**src/hdl/two_set_store_set_algebra_unit_macros.svh**
```systemverilog
// ----------------------------------------------------------------------------
// Assertion macros for the two-set store
// Clocked concurrent assertion forms shared by the set store RTL.
// ----------------------------------------------------------------------------
`ifndef TWO_SET_STORE_SET_ALGEBRA_UNIT_MACROS_SVH
`define TWO_SET_STORE_SET_ALGEBRA_UNIT_MACROS_SVH

// Property checked at every clock edge outside reset.
`define TSA_ASSERT(label, prop, msg) \
    label: assert property (@(posedge i_clk) disable iff (!i_rst_n) prop) else $error(msg);

// Condition in one cycle implies a consequence in the next.
`define TSA_ASSERT_NEXT(label, cond, rhs, msg) \
    label: assert property (@(posedge i_clk) disable iff (!i_rst_n) (cond) |=> (rhs)) \
        else $error(msg);

`endif

```
**src/hdl/tsa_pkg.sv**
```systemverilog
// ----------------------------------------------------------------------------
// Two-set store package
// Item types, operation codes and result kinds shared by the set store.
// ----------------------------------------------------------------------------
package tsa_pkg;

    localparam int unsigned FIELD_BITS = 16;

    typedef enum logic [2:0] {
        OP_INS_A     = 3'd0,
        OP_INS_B     = 3'd1,
        OP_CLEAR     = 3'd2,
        OP_UNION     = 3'd3,
        OP_INTERSECT = 3'd4,
        OP_A_MINUS_B = 3'd5,
        OP_B_MINUS_A = 3'd6,
        OP_SUBSET    = 3'd7
    } t_op;

    typedef enum logic [2:0] {
        K_ELEMENT   = 3'd0,
        K_INSERTED  = 3'd1,
        K_DUPLICATE = 3'd2,
        K_FULL      = 3'd3,
        K_EMPTY     = 3'd4,
        K_SUB_YES   = 3'd5,
        K_SUB_NO    = 3'd6
    } t_kind;

    typedef struct packed {
        t_op                           operation;
        logic signed [FIELD_BITS-1:0]  value;
    } t_in_item;

    typedef struct packed {
        logic signed [FIELD_BITS-1:0]  element;
        t_kind                         kind;
        logic                          last;
    } t_out_item;

endpackage

```
**src/hdl/tsa_ram.sv**
```systemverilog
// ----------------------------------------------------------------------------
// Generic single-port-write RAM
// One write port and one read port with registered read data.
// ----------------------------------------------------------------------------
module tsa_ram #(
    parameter int unsigned WIDTH = 16,
    parameter int unsigned DEPTH = 16
) (
    input  logic                       i_clk,
    input  logic                       i_we,
    input  logic [$clog2(DEPTH)-1:0]   i_waddr,
    input  logic [WIDTH-1:0]           i_wdata,
    input  logic [$clog2(DEPTH)-1:0]   i_raddr,
    output logic [WIDTH-1:0]           o_rdata
);

    logic [WIDTH-1:0] r_mem [DEPTH];
    logic [WIDTH-1:0] r_rdata;

    always_ff @(posedge i_clk) begin
        if (i_we) begin
            r_mem[i_waddr] <= i_wdata;
        end
        r_rdata <= r_mem[i_raddr];
    end

    assign o_rdata = r_rdata;

endmodule

```
**src/hdl/two_set_store_set_algebra_unit.sv**
```systemverilog
// Operation: an insert scans its target set for a duplicate before it writes; a query
// compares each element of one store against the elements of the other,
// and a union adds a pass over A.
// Throughput: one item at a time; the stall is held until the final result is registered.
// The scans are serialised by the single shared equality compare and the one read port per store.
// Reset (synchronous, active low) empties both sets; store contents are left unset.
// ----------------------------------------------------------------------------
// Two-set store with set algebra
// Keeps sets A and B in two RAMs and answers inserts, union, intersection,
// differences and subset queries by scanning the stores with one comparator.
// ----------------------------------------------------------------------------
`include "two_set_store_set_algebra_unit_macros.svh"

module two_set_store_set_algebra_unit
    import tsa_pkg::*;
#(
    parameter int unsigned SET_DEPTH   = 16,
    parameter int unsigned VALUE_WIDTH = 16
) (
    input  logic       i_clk,
    input  logic       i_rst_n,
    input  logic       i_in_valid,
    output logic       o_in_stall,
    input  t_in_item   i_in_item,
    output logic       o_out_valid,
    input  logic       i_out_stall,
    output t_out_item  o_out_item
);

    localparam int unsigned AW = $clog2(SET_DEPTH);
    localparam int unsigned CW = $clog2(SET_DEPTH + 1);

    typedef enum logic [3:0] {
        S_IDLE,
        S_OUT_RD,
        S_OUT_LAT,
        S_IN_RD,
        S_IN_CMP,
        S_DECIDE,
        S_EMIT,
        S_INS_END,
        S_FINISH
    } t_state;

    t_state                 r_state, n_state;
    logic                   r_outer_b, n_outer_b;
    logic                   r_union_a, n_union_a;
    logic                   r_keep_in, n_keep_in;
    logic                   r_is_ins, n_is_ins;
    logic                   r_is_sub, n_is_sub;
    logic                   r_sub_ok, n_sub_ok;
    logic                   r_found, n_found;
    logic                   r_have, n_have;
    logic [CW-1:0]          r_i, n_i;
    logic [CW-1:0]          r_j, n_j;
    logic [CW-1:0]          r_count_a, n_count_a;
    logic [CW-1:0]          r_count_b, n_count_b;
    logic [VALUE_WIDTH-1:0] r_cand, n_cand;
    logic [VALUE_WIDTH-1:0] r_held, n_held;
    logic                   r_out_valid, n_out_valid;
    t_out_item              r_out_item, n_out_item;

    logic                   w_we;
    logic                   w_out_free;
    logic [CW-1:0]          w_sc;
    logic [CW-1:0]          w_tc;
    logic [AW-1:0]          w_raddr_a;
    logic [AW-1:0]          w_raddr_b;
    logic [VALUE_WIDTH-1:0] w_rdata_a;
    logic [VALUE_WIDTH-1:0] w_rdata_b;
    logic [VALUE_WIDTH-1:0] w_outer_data;
    logic [VALUE_WIDTH-1:0] w_inner_data;

    assign w_out_free   = !r_out_valid || !i_out_stall;
    assign w_sc         = r_outer_b ? r_count_b : r_count_a;
    assign w_tc         = r_outer_b ? r_count_a : r_count_b;
    assign w_raddr_a    = r_outer_b ? r_j[AW-1:0] : r_i[AW-1:0];
    assign w_raddr_b    = r_outer_b ? r_i[AW-1:0] : r_j[AW-1:0];
    assign w_outer_data = r_outer_b ? w_rdata_b : w_rdata_a;
    assign w_inner_data = r_outer_b ? w_rdata_a : w_rdata_b;

    tsa_ram #(
        .WIDTH (VALUE_WIDTH),
        .DEPTH (SET_DEPTH)
    ) u_ram_a (
        .i_clk   (i_clk),
        .i_we    (w_we && r_outer_b),
        .i_waddr (w_tc[AW-1:0]),
        .i_wdata (r_cand),
        .i_raddr (w_raddr_a),
        .o_rdata (w_rdata_a)
    );

    tsa_ram #(
        .WIDTH (VALUE_WIDTH),
        .DEPTH (SET_DEPTH)
    ) u_ram_b (
        .i_clk   (i_clk),
        .i_we    (w_we && !r_outer_b),
        .i_waddr (w_tc[AW-1:0]),
        .i_wdata (r_cand),
        .i_raddr (w_raddr_b),
        .o_rdata (w_rdata_b)
    );

    always_comb begin
        n_state     = r_state;
        n_outer_b   = r_outer_b;
        n_union_a   = r_union_a;
        n_keep_in   = r_keep_in;
        n_is_ins    = r_is_ins;
        n_is_sub    = r_is_sub;
        n_sub_ok    = r_sub_ok;
        n_found     = r_found;
        n_have      = r_have;
        n_i         = r_i;
        n_j         = r_j;
        n_count_a   = r_count_a;
        n_count_b   = r_count_b;
        n_cand      = r_cand;
        n_held      = r_held;
        n_out_valid = r_out_valid;
        n_out_item  = r_out_item;
        w_we        = 1'b0;

        if (r_out_valid && !i_out_stall) begin
            n_out_valid = 1'b0;
        end

        unique case (r_state)
            S_IDLE: begin
                if (i_in_valid) begin
                    n_cand    = VALUE_WIDTH'($unsigned(i_in_item.value));
                    n_i       = '0;
                    n_j       = '0;
                    n_found   = 1'b0;
                    n_have    = 1'b0;
                    n_sub_ok  = 1'b1;
                    n_is_ins  = 1'b0;
                    n_is_sub  = 1'b0;
                    n_union_a = 1'b0;
                    n_keep_in = 1'b0;
                    n_outer_b = 1'b0;
                    unique case (i_in_item.operation)
                        OP_INS_A: begin
                            n_is_ins  = 1'b1;
                            n_outer_b = 1'b1;
                            n_state   = S_IN_RD;
                        end
                        OP_INS_B: begin
                            n_is_ins = 1'b1;
                            n_state  = S_IN_RD;
                        end
                        OP_CLEAR: begin
                            n_count_a = '0;
                            n_count_b = '0;
                        end
                        OP_UNION: begin
                            n_union_a = 1'b1;
                            n_state   = S_OUT_RD;
                        end
                        OP_INTERSECT: begin
                            n_keep_in = 1'b1;
                            n_state   = S_OUT_RD;
                        end
                        OP_A_MINUS_B: begin
                            n_state = S_OUT_RD;
                        end
                        OP_B_MINUS_A: begin
                            n_outer_b = 1'b1;
                            n_state   = S_OUT_RD;
                        end
                        OP_SUBSET: begin
                            n_is_sub = 1'b1;
                            n_state  = S_OUT_RD;
                        end
                    endcase
                end
            end
            S_OUT_RD: begin
                if (r_i >= w_sc) begin
                    if (r_union_a) begin
                        n_union_a = 1'b0;
                        n_outer_b = 1'b1;
                        n_i       = '0;
                    end else begin
                        n_state = S_FINISH;
                    end
                end else begin
                    n_state = S_OUT_LAT;
                end
            end
            S_OUT_LAT: begin
                n_cand = w_outer_data;
                if (r_union_a) begin
                    n_state = S_EMIT;
                end else begin
                    n_j     = '0;
                    n_found = 1'b0;
                    n_state = S_IN_RD;
                end
            end
            S_IN_RD: begin
                if (r_j >= w_tc) begin
                    n_state = S_DECIDE;
                end else begin
                    n_state = S_IN_CMP;
                end
            end
            S_IN_CMP: begin
                if (w_inner_data == r_cand) begin
                    n_found = 1'b1;
                    n_state = S_DECIDE;
                end else begin
                    n_j     = r_j + 1'b1;
                    n_state = S_IN_RD;
                end
            end
            S_DECIDE: begin
                if (r_is_ins) begin
                    n_state = S_INS_END;
                end else if (r_found == r_keep_in) begin
                    if (r_is_sub) begin
                        n_sub_ok = 1'b0;
                        n_i      = r_i + 1'b1;
                        n_state  = S_OUT_RD;
                    end else begin
                        n_state = S_EMIT;
                    end
                end else begin
                    n_i     = r_i + 1'b1;
                    n_state = S_OUT_RD;
                end
            end
            S_EMIT: begin
                if (!r_have) begin
                    n_have  = 1'b1;
                    n_held  = r_cand;
                    n_i     = r_i + 1'b1;
                    n_state = S_OUT_RD;
                end else if (w_out_free) begin
                    n_out_valid        = 1'b1;
                    n_out_item.element = FIELD_BITS'(r_held);
                    n_out_item.kind    = K_ELEMENT;
                    n_out_item.last    = 1'b0;
                    n_held             = r_cand;
                    n_i                = r_i + 1'b1;
                    n_state            = S_OUT_RD;
                end
            end
            S_INS_END: begin
                if (w_out_free) begin
                    n_out_valid        = 1'b1;
                    n_out_item.element = '0;
                    n_out_item.last    = 1'b1;
                    if (r_found) begin
                        n_out_item.kind = K_DUPLICATE;
                    end else if (w_tc >= CW'(SET_DEPTH)) begin
                        n_out_item.kind = K_FULL;
                    end else begin
                        n_out_item.kind = K_INSERTED;
                        w_we            = 1'b1;
                        if (r_outer_b) begin
                            n_count_a = r_count_a + 1'b1;
                        end else begin
                            n_count_b = r_count_b + 1'b1;
                        end
                    end
                    n_state = S_IDLE;
                end
            end
            S_FINISH: begin
                if (w_out_free) begin
                    n_out_valid     = 1'b1;
                    n_out_item.last = 1'b1;
                    if (r_is_sub) begin
                        n_out_item.element = '0;
                        n_out_item.kind    = r_sub_ok ? K_SUB_YES : K_SUB_NO;
                    end else if (r_have) begin
                        n_out_item.element = FIELD_BITS'(r_held);
                        n_out_item.kind    = K_ELEMENT;
                    end else begin
                        n_out_item.element = '0;
                        n_out_item.kind    = K_EMPTY;
                    end
                    n_have  = 1'b0;
                    n_state = S_IDLE;
                end
            end
            default: begin
                n_state = S_IDLE;
            end
        endcase
    end

    always_ff @(posedge i_clk) begin
        r_outer_b  <= n_outer_b;
        r_union_a  <= n_union_a;
        r_keep_in  <= n_keep_in;
        r_is_ins   <= n_is_ins;
        r_is_sub   <= n_is_sub;
        r_sub_ok   <= n_sub_ok;
        r_found    <= n_found;
        r_i        <= n_i;
        r_j        <= n_j;
        r_cand     <= n_cand;
        r_held     <= n_held;
        r_out_item <= n_out_item;
        if (!i_rst_n) begin
            r_state     <= S_IDLE;
            r_have      <= 1'b0;
            r_count_a   <= '0;
            r_count_b   <= '0;
            r_out_valid <= 1'b0;
        end else begin
            r_state     <= n_state;
            r_have      <= n_have;
            r_count_a   <= n_count_a;
            r_count_b   <= n_count_b;
            r_out_valid <= n_out_valid;
        end
    end

    assign o_in_stall  = (r_state != S_IDLE);
    assign o_out_valid = r_out_valid;
    assign o_out_item  = r_out_item;

    `TSA_ASSERT(a_count_bound, (r_count_a <= CW'(SET_DEPTH)) && (r_count_b <= CW'(SET_DEPTH)), "set count exceeds depth")
    `TSA_ASSERT(a_marker_zero, (r_out_valid && (r_out_item.kind != K_ELEMENT)) |-> (r_out_item.element == '0), "non-element result carries a value")
    `TSA_ASSERT(a_idle_no_held, (r_state == S_IDLE) |-> !r_have, "held result left behind in idle")
    `TSA_ASSERT_NEXT(a_insert_grows, w_we && r_outer_b, r_count_a == $past(r_count_a) + 1'b1, "insert into A did not grow the count")

endmodule

```
**config.mk**
```make
export PLATFORM = sky130hd
export DESIGN_NAME = two_set_store_set_algebra_unit
export DESIGN_NICKNAME = d
export VERILOG_FILES = /design/src/hdl/tsa_pkg.sv /design/src/hdl/tsa_ram.sv /design/src/hdl/two_set_store_set_algebra_unit.sv
export VERILOG_INCLUDE_DIRS = /design/src /design/src/hdl
export SDC_FILE = /design/constraint.sdc
export NUM_CORES = 1
export LEC_CHECK = 0
export BUFFER_PORTS_ARGS = -buffer_cell sky130_fd_sc_hd__clkbuf_2
export CORE_UTILIZATION = 55
export DETAILED_ROUTE_END_ITERATION = 16
export PLACE_DENSITY = 0.69
export SYNTH_ARGS = -nofsm -noshare
export SYNTH_HDL_FRONTEND = slang
export SYNTH_HIERARCHICAL = 1
export SYNTH_SLANG_ARGS = --single-unit
```
**constraint.sdc**
```tcl
create_clock -name i_clk -period 5.1 [get_ports i_clk]
set_clock_uncertainty 0.2 [all_clocks]
set_input_delay 0.51 -clock i_clk [delete_from_list [all_inputs] [get_ports i_clk]]
set_output_delay 0.51 -clock i_clk [all_outputs]
set_load 0.005 [all_outputs]
```
# ---- Yosys cells after proc, flatten, opt, wreduce, memory -nomap -nowiden
# Memories as Yosys holds them, arrays and structs flattened. A register that Yosys moved wholly into a read port is not among the register bits.
# Cells that the tools add are included.
dict set report op_classes {
  reduce_logical 36
  n_addsub 4
  eq_ne 41
  mul 0
  bitwise 0
  magnitude_cmp 3
  mux 93
  div_mod_pow 0
  n_shift 0
}
# op count
set op_table {}
lappend op_table {{2-to-1 mux 5 bit} 22}
lappend op_table {{2-to-1 mux 16 bit} 5}
lappend op_table {{2-to-1 mux 20 bit} 4}
lappend op_table {{one-hot mux 20 bit (3 select lines)} 1}
lappend op_table {{2-to-1 mux 4 bit} 10}
lappend op_table {{2-to-1 mux 19 bit} 2}
lappend op_table {{!= test 2 bit (second input constant)} 17}
lappend op_table {{one-hot mux 16 bit (2 select lines)} 1}
lappend op_table {{one-hot mux 4 bit (8 select lines)} 1}
lappend op_table {{2-to-1 mux 1 bit} 30}
lappend op_table {{AND reduction 7 bit} 3}
lappend op_table {{adder 5 x 1 -> 5 bit (second input constant)} 4}
lappend op_table {{one-hot mux 5 bit (2 select lines)} 2}
lappend op_table {{one-hot mux 5 bit (4 select lines)} 1}
lappend op_table {{== test 16 bit} 1}
lappend op_table {{== test 4 x 3 -> 1 bit (second input constant)} 4}
lappend op_table {{one-hot mux 5 bit (3 select lines)} 1}
lappend op_table {{AND reduction 5 bit} 3}
lappend op_table {{== test 3 bit (second input constant)} 4}
lappend op_table {{!= test 3 bit (second input constant)} 4}
lappend op_table {{AND reduction 4 bit} 3}
lappend op_table {{greater-or-equal comparator 5 bit} 2}
lappend op_table {{2-to-1 mux 3 bit} 3}
lappend op_table {{nonzero test 3 bit} 3}
lappend op_table {{other kinds (23)} 46}
dict set report totals {
  elab_cells 198
  register_bits 85
  ram_bits 512
  output_inout_bits 22
  n_memories 2
  latch_bits 0
  in_bits 23
  romBits 0
}
# memory words width read_ports rd_clocked_by_memory_dff write_ports line_no
set mem_list {}
lappend mem_list {u_ram_a.r_mem 16 16 1 1 1 tsa_ram.sv:17} ;# logic [WIDTH-1:0] r_mem [DEPTH];
lappend mem_list {u_ram_b.r_mem 16 16 1 1 1 tsa_ram.sv:17}

# ---- Depth between registers and ports, before layout
dict set report logic_depth {
  word_depth 9
  mapped_depth 12
  ltp_nobuf 9
}

# ---- By module
# Netlist, hierarchy kept.
# mod seq_area_each_um2 instances area_each_um2 cells_per_inst
set by_module_without_submodules {}
lappend by_module_without_submodules {tsa_ram 8007.7 2 10042.1 432}
lappend by_module_without_submodules {two_set_store_set_algebra_unit 2392.3 1 4624.4 424}

# ---- Worst setup path after synthesis
# No wires, ideal clock.
dict set report synth_path {
  path_kind {register to register}
  from {register r_outer_b}
  to {memory u_ram_a.r_mem[0][0] (enable)}
  slack_ns 1.097
  setup_time_ns 0.409
  path_stages_with_launch 8
  n_path_buf 3
  arrival_ns 3.394
  path_cell_list {edfxtp_1 > buf_2 > clkbuf_1 > clkbuf_1 > mux2i_1 > inv_1 > or3b_2 > nor3_1}
}
dict set report synth_via {
  elab_chain_cells 9
}
# item line_no
set synth_rtl {}
lappend synth_rtl {{start: declaration} two_set_store_set_algebra_unit.sv:46} ;# logic r_outer_b, n_outer_b;
lappend synth_rtl {{start signal: assignment} two_set_store_set_algebra_unit.sv:297} ;# r_outer_b <= n_outer_b;
lappend synth_rtl {{2-to-1 mux 5 bit (*)} two_set_store_set_algebra_unit.sv:76} ;# assign w_tc = r_outer_b ? r_count_a : r_count_b;
lappend synth_rtl {{via w_tc[2]} two_set_store_set_algebra_unit.sv:66} ;# logic [CW-1:0] w_tc;
lappend synth_rtl {{greater-or-equal comparator 5 bit} two_set_store_set_algebra_unit.sv:258} ;# end else if (w_tc >= CW'(SET_DEPTH)) begin
lappend synth_rtl {{2-to-1 mux 1 bit} two_set_store_set_algebra_unit.sv:258}
lappend synth_rtl {{2-to-1 mux 1 bit} two_set_store_set_algebra_unit.sv:256} ;# if (r_found) begin
lappend synth_rtl {{2-to-1 mux 1 bit} two_set_store_set_algebra_unit.sv:252} ;# if (w_out_free) begin
lappend synth_rtl {{2-to-1 mux 1 bit} two_set_store_set_algebra_unit.sv:130} ;# unique case (r_state)
lappend synth_rtl {{logical AND 1 bit} two_set_store_set_algebra_unit.sv:87} ;# .i_we (w_we && r_outer_b),
lappend synth_rtl {{2-to-1 mux 1 bit} tsa_ram.sv:21} ;# if (i_we) begin
lappend synth_rtl {{2-to-1 mux 1 bit (not written as such)} tsa_ram.sv:22} ;# r_mem[i_waddr] <= i_wdata;
lappend synth_rtl {{end: declaration} tsa_ram.sv:17}
# The timed path passes the listed nets; every way through them passes the cells marked *.

# ---- Worst setup path after layout
dict set report layout_path {
  from {register r_outer_b}
  to {register u_ram_b.r_rdata[1] (netlist: u_ram_b/o_rdata[1]), read port of u_ram_b.r_mem}
}
dict set report layout_via {
  elab_chain_cells 1
}
# item line_no
set layout_rtl {}
lappend layout_rtl {{2-to-1 mux 4 bit} two_set_store_set_algebra_unit.sv:78} ;# assign w_raddr_b = r_outer_b ? r_i[AW-1:0] : r_j[AW-1:0];
lappend layout_rtl {{via w_raddr_b[0]} two_set_store_set_algebra_unit.sv:68} ;# logic [AW-1:0] w_raddr_b;
lappend layout_rtl {{end: declaration} tsa_ram.sv:18} ;# logic [WIDTH-1:0] r_rdata;
# The timed path passes the listed nets, and every way through them passes these cells.
# A chain may end at the register's enable or synchronous reset.

==> flow_metrics.env <==
export IMPL_critPathCaptureType="register"
export IMPL_detail_route_drc_violations=0
export IMPL_place_gp_congestion=0.885
export IMPL_worst_hold_path_num_cells=3
export IMPL_grt_usage_pct=24.6
export IMPL_die_extent_in_x_um=214
export IMPL_fp_coreArea_um2=44200
export IMPL_worst_setup_path_type="reg -> reg"
export IMPL_crit_start="r_outer_b"
export IMPL_timing_slew_headroom_pct=25.0
export IMPL_synthDominantCellAreaShare_pct=70.6
export IMPL_achievable_frequency_mhz=272
export IMPL_dr_total_vias=12800
export IMPL_placedInstanceArea_um2=26000
export IMPL_min_delay_path_class="in -> reg"
export IMPL_iter_0_drt_violations=1531
export IMPL_post_cts_hold_buffer_count=0
export IMPL_count_of_buffers_inserted_at_the_top_level_ports=44
export IMPL_stdcell_area_um2=27900
export IMPL_tritonroute_pass_1_iters=6
export IMPL_cts_buffers=60
export IMPL_synth_seq_cells=629
export IMPL_finalCritPeriodShare_pct=72.0
export IMPL_route_final_wire_length_um=55000
export IMPL_total_negative_setup_slacks_ns=0
export IMPL_critical_path_arrival_ns=3.95
export IMPL_pin_count_of_the_biggest_net_entering_global_routing=43
export IMPL_placementRows=77
export IMPL_finish_cell_count_without_fillers=2044
export IMPL_ctsResizeCount=0
export IMPL_synth_common_cells="sky130_fd_sc_hd__edfxtp_1, sky130_fd_sc_hd__mux4_2, sky130_fd_sc_hd__nor2_1, sky130_fd_sc_hd__a22oi_1, sky130_fd_sc_hd__nand2_1"
export IMPL_postCtsSetupRepairBufs=0
export IMPL_post_drt_wl_per_cell_um=26.9
export IMPL_yosys_top_cells_area="sky130_fd_sc_hd__edfxtp_1, sky130_fd_sc_hd__mux4_2, sky130_fd_sc_hd__dfxtp_1, sky130_fd_sc_hd__mux4_1, sky130_fd_sc_hd__a22oi_1"
export IMPL_via_per_inst=6.25
export IMPL_grt_pass1_wl_um=81900
export IMPL_synth_enable_flop_cells=581
export IMPL_dpl_cell_count=1932
export IMPL_rr_startpoint="r_outer_b"
export IMPL_min_delay_start="i_in_item[13]"
export IMPL_synth_most_common_cell="sky130_fd_sc_hd__edfxtp_1"
export IMPL_leakagePower_nw=9.22
export IMPL_number_of_sinks_handled_by_clock_tree_synthesis=629
export IMPL_worst_slew_pin_transition_ns=1.12
export IMPL_run_status="completed"
export IMPL_drive_gt1_share_pct=22.9
export IMPL_detailed_place_hpwl_um=32200
export IMPL_area_growth_syn_to_layout_pct=12.9
export IMPL_dieArea_um2=45800
export IMPL_finish_utilization_pct=63.1
export IMPL_number_of_global_route_vias_before_repair=12600
export IMPL_route_antenna_remaining_nets=0
export IMPL_synth_cell_types=57
export IMPL_netlist_area_um2=24700
export IMPL_syn_area_per_cell_um2=19.2
export IMPL_power_density_nw_per_um2=585
export IMPL_post_synth_top_area_cell="sky130_fd_sc_hd__edfxtp_1"
export IMPL_cp_start_kind="register"
export IMPL_ys_warnings_count=6
export IMPL_reg_to_reg_slack_setup_ns=1.43
export IMPL_fin_total_pwr_mw=16.3
export IMPL_cts_htree_levels=2
export IMPL_chipHeight_um=214
export IMPL_finalHoldWorstSlack_ns=0.0439
export IMPL_clk_pin_slew_ns=0.07
export IMPL_pre_cts_slack_ns=1.46
export IMPL_finalCriticalPeriod_ns=3.67
export IMPL_cp_required_ns=5.38
export IMPL_insertion_delay_ns=0.61
export IMPL_start_util_pct=55.9
export IMPL_timing_final_max_slew_violations=0
export IMPL_max_cap_violations=0
export IMPL_yosysSeqAreaShare_pct=74.5
export IMPL_crit_path_max_fanout=28
export IMPL_ir_worst_vdd_mv=0.414
export IMPL_async_flop_share_pct=0
export IMPL_timing_final_hold_violations=0
export IMPL_synthesis_nets=1325
export IMPL_design_final_nets=1439
export IMPL_grt_setup_unrepaired="no"
export IMPL_r2r_cells=6
export IMPL_cts_buffer_depth=3
export IMPL_fillCellCount=3025
export IMPL_clock_tree_from_tritoncts="done"
export IMPL_worst_slack_ns=1.43
export IMPL_design_portCount=45
export IMPL_global_route_overflow_total=0
export IMPL_syn_instance_count=1288
export IMPL_synth_flop_cell="sky130_fd_sc_hd__edfxtp_1"
export IMPL_number_of_antenna_violations_at_the_first_check_in_global_routing=0
export IMPL_cts_root_buf="sky130_fd_sc_hd__clkbuf_16"
export IMPL_setup_viol_count_final=0
## worst paths after layout
| path | to |
|---|---|
| hold / removal | r_cand[13] |
| hold reg to reg | o_out_item[13] |
| setup reg to reg | u_ram_b/o_rdata[1] |
| setup / recovery | u_ram_b/o_rdata[1] |
## layout make-up
class / instances / area [um2] / share of cell area (%)
clock buffer: 85 / 1650 / 5.90
sequential: 629 / 18400 / 66.0
inverter: 15 / 56.3 / 0.202
tap: 592 / 741 / 2.65
multi-input combinational: 581 / 5980 / 21.4
antenna: 1 / 2.50 / 0.00897
clock inverter: 26 / 236 / 0.848
timing repair buffer: 115 / 828 / 2.97
## flip-flops by register name, summed over array words and instances (netlist names), 16 cells and up
register / flops
r_cand: 16
o_out_item: 20
u_ram_a/o_rdata: 16
u_ram_b/r_mem: 256
u_ram_b/o_rdata: 16
u_ram_a/r_mem: 256
r_held: 16
## kinds of logic (layout without fill, tap and decap cells)
kind of cell	Yosys count	in the layout	share of synthesized area [%]
and+or+nand+nor	224	224	4.37
AOI/OAI and AO/OA	139	139	3.90
buffers and inverters	78	241	1.58
other	0	1	0
DFF	629	629	74.5
muxes	175	175	13.9
xor gates and xnor gates	29	29	1.03
adders and majority gates	14	14	0.709
## worst max-delay path, stage by stage (launching register included)
cell                       delay (ns)
sky130_fd_sc_hd__edfxtp_1        0.66
sky130_fd_sc_hd__buf_4           0.40
sky130_fd_sc_hd__o21ai_4         0.92
sky130_fd_sc_hd__buf_12          0.25
sky130_fd_sc_hd__mux4_1          0.57
sky130_fd_sc_hd__a22oi_1         0.39
sky130_fd_sc_hd__nand2_1         0.11
## layout by cell type, fill, tap and decap left out, types with 6 or more instances in the layout
cell type	count
sky130_fd_sc_hd__edfxtp_1	581
sky130_fd_sc_hd__mux4_2	108
sky130_fd_sc_hd__nor2_1	73
sky130_fd_sc_hd__a22oi_1	65
sky130_fd_sc_hd__buf_4	65
sky130_fd_sc_hd__clkbuf_16	61
sky130_fd_sc_hd__nand2_1	53
sky130_fd_sc_hd__dfxtp_1	48
sky130_fd_sc_hd__clkbuf_2	44
sky130_fd_sc_hd__mux2i_1	40
sky130_fd_sc_hd__a21oi_1	32
sky130_fd_sc_hd__and2_1	22
sky130_fd_sc_hd__clkbuf_1	21
sky130_fd_sc_hd__mux4_1	20
sky130_fd_sc_hd__xnor2_1	19
sky130_fd_sc_hd__inv_1	15
sky130_fd_sc_hd__ha_1	14
sky130_fd_sc_hd__nand3_1	13
sky130_fd_sc_hd__nand2b_1	12
sky130_fd_sc_hd__xor2_1	10
sky130_fd_sc_hd__clkinv_2	10
sky130_fd_sc_hd__nor3_2	9
sky130_fd_sc_hd__o21ai_0	9
sky130_fd_sc_hd__nor4_1	8
sky130_fd_sc_hd__mux2_2	7
sky130_fd_sc_hd__nor2b_1	7
sky130_fd_sc_hd__clkinv_1	7
sky130_fd_sc_hd__buf_12	6
## metal layers
layer / GRT usage, % / part of all wire, % / vias up / wire, um
li1: - / - / 5454 / -
met1: 36.7 / 43 / 6653 / 23500
met2: 37.9 / 47 / 583 / 25800
met3: 3.91 / 7.8 / 92 / 4300
met4: 7.00 / 2.5 / 0 / 1390
met5: 0 / 0 / - / 0
## power breakdown
part / leakage, nW / switching, mW / internal, mW / total (mW)
logic: 2.67 / 3.04 / 2.11 / 5.15
registers: 5.64 / 0.348 / 6.55 / 6.90
clock network: 0.914 / 1.81 / 2.44 / 4.26
(Power assumes the default switching activity.)
